File: config.mk
export PLATFORM = sky130hd
export DESIGN_NAME = bwr_end
export DESIGN_NICKNAME = d
export VERILOG_FILES = /design/src/sv/bwr_pkg.sv /design/src/sv/bwr_end.sv
export SDC_FILE = /design/constraint.sdc
export NUM_CORES = 1
export LEC_CHECK = 0
export ABC_AREA = 0
export BUFFER_PORTS_ARGS = -buffer_cell sky130_fd_sc_hd__clkbuf_2
export CAP_MARGIN = 20
export CORE_ASPECT_RATIO = 1.2
export CORE_MARGIN = 2
export CORE_UTILIZATION = 50
export DETAILED_ROUTE_END_ITERATION = 7
export GPL_TIMING_DRIVEN = 0
export PLACE_DENSITY_LB_ADDON = 0.1
export SYNTH_ARGS = -nofsm -noshare
export SYNTH_HDL_FRONTEND = slang
export SYNTH_SLANG_ARGS = --single-unit
File: constraint.sdc
create_clock -name vclk -period 13.22
set_clock_uncertainty 0.05 [all_clocks]
set_input_delay 2.644 -clock vclk [all_inputs]
set_output_delay 2.644 -clock vclk [all_outputs]
set_load 0.01 [all_outputs]
File: src/sv/bwr_pkg.sv
// Shared types, constants and saturation helpers for the waveguide reflector.
`default_nettype none

package bwr_pkg;

    // Sample format: signed Q1.15
    localparam int SAMPLE_W   = 16;
    localparam int FRAC_W     = SAMPLE_W - 1;
    localparam int MAX_LENGTH = 1024;
    localparam int ADDR_W     = $clog2(MAX_LENGTH);
    localparam int LEN_W      = ADDR_W + 1;

    // Configuration port
    localparam int APB_DATA_W = 32;
    localparam int APB_ADDR_W = 4;

    // Register indexes (byte address / 4)
    localparam logic [1:0] REG_LINE_LENGTH   = 2'd0;
    localparam logic [1:0] REG_REFLECT_LEFT  = 2'd1;
    localparam logic [1:0] REG_REFLECT_RIGHT = 2'd2;

    localparam logic [LEN_W-1:0] LEN_MAX = LEN_W'(MAX_LENGTH);
    localparam logic [LEN_W-1:0] LEN_MIN = LEN_W'(1);

    typedef logic signed [SAMPLE_W-1:0] sample_t;
    typedef logic [ADDR_W-1:0]          addr_t;
    typedef logic [LEN_W-1:0]           len_t;

    // Write port of one delay line
    typedef struct packed {
        logic    en;
        addr_t   addr;
        sample_t data;
    } bwr_wr_t;

    // Clamp a signed value of up to SAMPLE_W+2 bits to the sample range
    function automatic sample_t sat_sample(input logic signed [SAMPLE_W+1:0] x);
        logic signed [SAMPLE_W+1:0] hi;
        logic signed [SAMPLE_W+1:0] lo;
        sample_t                    r;
        hi = (SAMPLE_W+2)'($signed({1'b0, {(SAMPLE_W-1){1'b1}}}));
        lo = -hi - (SAMPLE_W+2)'(1);
        if (x > hi)
        begin
            r = {1'b0, {(SAMPLE_W-1){1'b1}}};
        end
        else if (x < lo)
        begin
            r = {1'b1, {(SAMPLE_W-1){1'b0}}};
        end
        else
        begin
            r = x[SAMPLE_W-1:0];
        end
        return r;
    endfunction

endpackage

`default_nettype wire

File: src/sv/bwr_end.sv
// Scattering at one end: reflected part joins the injected sample, rest leaves.
`default_nettype none

module bwr_end (
    input  wire bwr_pkg::sample_t  old_sample,
    input  wire bwr_pkg::sample_t  inject,
    input  wire bwr_pkg::sample_t  factor,
    output bwr_pkg::sample_t       reflected,
    output bwr_pkg::sample_t       transmitted
);

    localparam int SW = bwr_pkg::SAMPLE_W;
    localparam int FW = bwr_pkg::FRAC_W;

    logic signed [2*SW-1:0] prod_refl;
    logic signed [2*SW-1:0] prod_trans;
    logic signed [SW:0]     refl_q;
    logic signed [SW:0]     trans_q;
    logic signed [SW+1:0]   one_minus_r;
    logic signed [SW+1:0]   sum;
    bwr_pkg::sample_t       trans_factor;

    // 1 - r, saturated
    assign one_minus_r  = $signed({3'b001, {FW{1'b0}}}) - (SW+2)'(factor);
    assign trans_factor = bwr_pkg::sat_sample(one_minus_r);

    // Products truncated toward minus infinity; top bit kept for sign and +1.0
    assign prod_refl  = old_sample * factor;
    assign prod_trans = old_sample * trans_factor;
    assign refl_q     = prod_refl[2*SW-1:FW];
    assign trans_q    = prod_trans[2*SW-1:FW];

    // Reflected part plus injection, saturated
    assign sum         = (SW+2)'(inject) + (SW+2)'(refl_q);
    assign reflected   = bwr_pkg::sat_sample(sum);
    assign transmitted = bwr_pkg::sat_sample((SW+2)'(trans_q));

endmodule

`default_nettype wire

After elaboration in Yosys (flattened, before gate mapping). Index checks and enable logic that the tools add are counted.

Register bits: 0. Bits in latches: 0. RAM bits: 0. ROM bits: 0. Bits of input ports: 48. Output and inout bits: 32. Memories: 0.

Add/sub/neg operators: 2. Multiply operators: 2. Div/mod/pow operators: 0. Magnitude comparators: 6. Equal/unequal tests: 0. Shifts and indexed selects: 0. Multiplexer cells: 6. Bitwise gates (word level): 0. Reductions and logical operators: 0.

Operators by type and width (count): $mux 16 (6); $mul 16x16->32 (2); $gt 18x16->1 const B (2); $lt 18x16->1 const B (2); $add 16x17->18 (1); $sub 17x16->18 const A (1); $gt 17x16->1 const B (1); $lt 17x16->1 const B (1).

Logic depth before layout (Yosys ltp).
Word-level depth: 8. Gate-level depth with buffers: 38. Depth with buffers taken out: 35.

Worst setup path after synthesis. Ideal clock, no wire load.

Path kind: input -> output. Start: input factor[4]. End: output reflected[0]. Arrival: 11002 ps. Slack: -476 ps. Stages: 36. Path buffers: 3. Path through: clkbuf_1 -> buf_1 -> nand2_1 -> fa_1 -> inv_1 -> fa_1 -> inv_1 -> fa_1 -> fa_1 -> inv_1 -> fa_1 -> inv_1 -> fa_1 -> inv_1 -> ha_1 -> o21a_1 -> o211ai_1 -> a21oi_1 -> o21a_1 -> a2111oi_0 -> nor2_1 -> a21oi_1 -> nor2b_1 -> nor2_1 -> xnor2_1 -> ha_1 -> or4_1 -> o211a_1 -> a31o_2 -> o41ai_2 -> o21a_1 -> inv_1 -> o31a_1 -> a31oi_2 -> buf_2 -> o21a_1.

Longest elaborated chain between the ends: 5. Elaborated cells between the ends (all ways): 6. Classes of those cells: 1 x add/sub; 1 x mul; 2 x order compare; 2 x mux.

RTL lines: start: declaration (RTL line bwr_end.sv:7) `input wire bwr_pkg::sample_t factor,`; $mul 16x16->32 * (RTL line bwr_end.sv:28) `assign prod_refl = old_sample * factor;`; $add 16x17->18 * (RTL line bwr_end.sv:34) `assign sum = (SW+2)'(inject) + (SW+2)'(refl_q);`; $lt 18x16->1 (RTL line bwr_pkg.sv:47) `else if (x < lo)`; $mux 16 (RTL line bwr_pkg.sv:47); $mux 16 * (RTL line bwr_pkg.sv:43) `if (x > hi)`; end: declaration (RTL line bwr_end.sv:8) `output bwr_pkg::sample_t reflected,`.

Mark *: on every way between the ends. The rest lies on a longest branch, timed or not.

Worst setup path after layout.
Start: input old_sample[11]. End: output reflected[5].

Longest elaborated chain between the ends: 5. Elaborated cells between the ends (all ways): 6. Classes of those cells: 1 x add/sub; 1 x mul; 2 x order compare; 2 x mux.

RTL lines: start: declaration (RTL line bwr_end.sv:5) `input wire bwr_pkg::sample_t old_sample,`; $mul 16x16->32 * (RTL line bwr_end.sv:28); $add 16x17->18 * (RTL line bwr_end.sv:34); $lt 18x16->1 (RTL line bwr_pkg.sv:47); $mux 16 (RTL line bwr_pkg.sv:47); $mux 16 * (RTL line bwr_pkg.sv:43).

Marked as above.

==> reports/qor.csv <==
stage,metric,value,unit
placed_design,placer_congestion_estimate,0.901,
sta,max_freq,0.0741,GHz
sta,max_slew.worst_pin.slew,886,ps
yosys,yosys.cell_count.top_type,sky130_fd_sc_hd__inv_1,
worst_setup_path,setup.worst_path.class,in -> out,
sta,fin_crit,13500,ps
sta,final-max-slew-violation-count,0,
finish,num-clock-buffers,0,
yosys,synth_xor_area_frac,0.0309,
worst_setup_path,cpMostUsedCell,sky130_fd_sc_hd__fa_1,
sta,postLayoutSetupSlackWorst,-280,ps
yosys,synthSimpleGateAreaFrac,0.156,
yosys,synthDistinctLibCells,63,
worst_setup_path,critical_path.startpoint_type,primary input,
finish,area_taken_by_flip_flops_and_latches,0,um2
yosys,synth-adder-area-share,0.622,
yosys,synth_compound_area_frac,0.0654,
yosys,synth_top_family_by_area,adder cells,
die,die_width,188,um
hold_path,timing.hold.worst_path_depth,4,
worst_setup_path,max_stage_delay,550,ps
routing,ratio_of_routed_vias_to_standard_cells,5.29,
global_routing,pin_count_of_the_biggest_net_entering_global_routing,13,
sta,timing.max_slew.rel_slack,0.405,
worst_setup_path,critPathArrivalTime,10810,ps
finish,syn_to_final_growth,15.5,%
yosys,ys_seq_area_frac,0,
die,die_h,225,um
finish,design.seq.count,0,
yosys,yosysTopAreaCell,sky130_fd_sc_hd__fa_1,
die,floorplan.rows,81,
global_routing,globalRouteMet2Util,0.476,
placed_design,dp.final_hpwl,45000,um
global_routing,globalRoute.busiestLayer,met2,
worst_setup_path,timing.critical_path.slowest_stage_cell,sky130_fd_sc_hd__fa_1,
worst_setup_path,critPathCaptureType,output pin,
sta,unrepaired_setup_endpoints_after_global_routing,true,
flow_run,timing.max_cap.violations,0,
finish,design.final.nets,3203,
sta,final_hold_viol_count,0,
outcome,outcome,finished with violations,
clock_tree,cts.hold.buffers_added,0,
routing,drt_drc_violations_left,0,
die,design.core.area,40500,um2
die,ios,80,
global_routing,via_count_of_the_first_global_routing_pass,17100,
routing,ant_nets,0,
worst_setup_path,worst-path-max-fanout,6,
yosys,yosys-top-cells-area,"sky130_fd_sc_hd__fa_1, sky130_fd_sc_hd__ha_1, sky130_fd_sc_hd__inv_1",
yosys,post_synth_inst_count,2279,
yosys,synth.top_cells.by_count,"sky130_fd_sc_hd__inv_1, sky130_fd_sc_hd__fa_1, sky130_fd_sc_hd__nand2_1, sky130_fd_sc_hd__ha_1, sky130_fd_sc_hd__and2_1",
global_routing,grt_overflow_total,0,
global_routing,global_route_wire_length_before_repair,88900,um
routing,drt-wirelength-per-cell,18.2,um
yosys,ys_warn_count,0,
global_routing,globalRouteMet1Util,0.360,
routing,route.vias.total,15800,
die,die_area,42400,um2
placed_design,place.port_buffers,76,
global_routing,grt_use_total,0.271,
yosys,yosys-mux-area-fraction,0.000491,
sta,setup_viol,15,
global_routing,antenna_found_initial,2,
yosys,syn_avg_cell_area,8.94,um2
sta,timing.final.crit_share,1.02,
finish,drive_gt1_frac,0.148,
yosys,yosysTopAreaCellShare,0.514,
global_routing,gr-usage-met3,0.0396,
yosys,mappedNetlistArea,20400,um2
sta,final.hold.worst_slack,5660,ps
die,start_util,0.503,
routing,drt_iter0_drc,910,
routing,initial_drt_pass_iterations,5,
outcome,failed_checks,setup timing,
routing,routed_wirelength,54600,um
hold_path,hold_path_class,in -> out,
finish,insertedDiodeCount,0,
worst_setup_path,cp.required,10530,ps
## critical path: cells and delay by family
kind	cells	cell delay [ps]
buffers and inverters	8	870
AOI/OAI and AO/OA	14	3030
adders and majority gates	8	3380
xor gates and xnor gates	1	140
and+or+nand+nor	3	720
## cells by family after synthesis
family,after synthesis
adders and majority gates,699
buffers and inverters,677
and+or+nand+nor,629
AOI/OAI and AO/OA,199
xor gates and xnor gates,72
other,2
muxes,1
## cells in the final DEF (no fill, tap or decap), drive strengths merged, types with 40 or more instances in the layout
master / n
inv: 576
fa: 523
nand2: 276
ha: 176
and2: 152
buf: 145
clkbuf: 117
nor2b: 74
a21oi: 61
xnor2: 56
nor2: 40
## metrics by stage
step / worst slack [ps] / cells / cell area [um2] / util / setup TNS (ps)
finish: -280 / 2993 / 23500 / 0.581 / -3740
global route: -564 / 2993 / 23500 / 0.581 / -8980
CTS: -211 / 2977 / 23100 / 0.571 / -2890
detailed placement: -1570 / 2908 / 21600 / 0.532 / -44150
global placement: -1500 / 2908 / 21600 / 0.532 / -41100
floorplan: 5.98 / 2293 / 20500 / - / 0
## final timing paths
check,start,endpoint,slack (ps)
setup / recovery,old_sample[11],reflected[5],-280
hold / removal,inject[0],reflected[0],5660
## metal layers
layer,share of wire,up-vias
li1,-,7048
met4,0.026,0
met2,0.51,472
met3,0.068,84
met5,0,-
met1,0.40,8233
## timing repair
item / in CTS / in global routing
gates cloned: 5 / 1
pin swaps: 74 / 36
buffers inserted: 68 / 16
endpoints found under the setup margin: 32 / 32
gates resized for setup: 276 / 122
## area by class of cell
class | instances | area, um2
multi-input cells | 1616 | 18500
fillers | 3731 | 17000
inverters | 576 | 2170
repair buffers | 166 | 1240
plain buffers | 96 | 970
well taps | 539 | 674
Power is left out: the tool's default activity adds up to more than one toggle a clock period on the data nets, which glitch-free logic cannot reach.
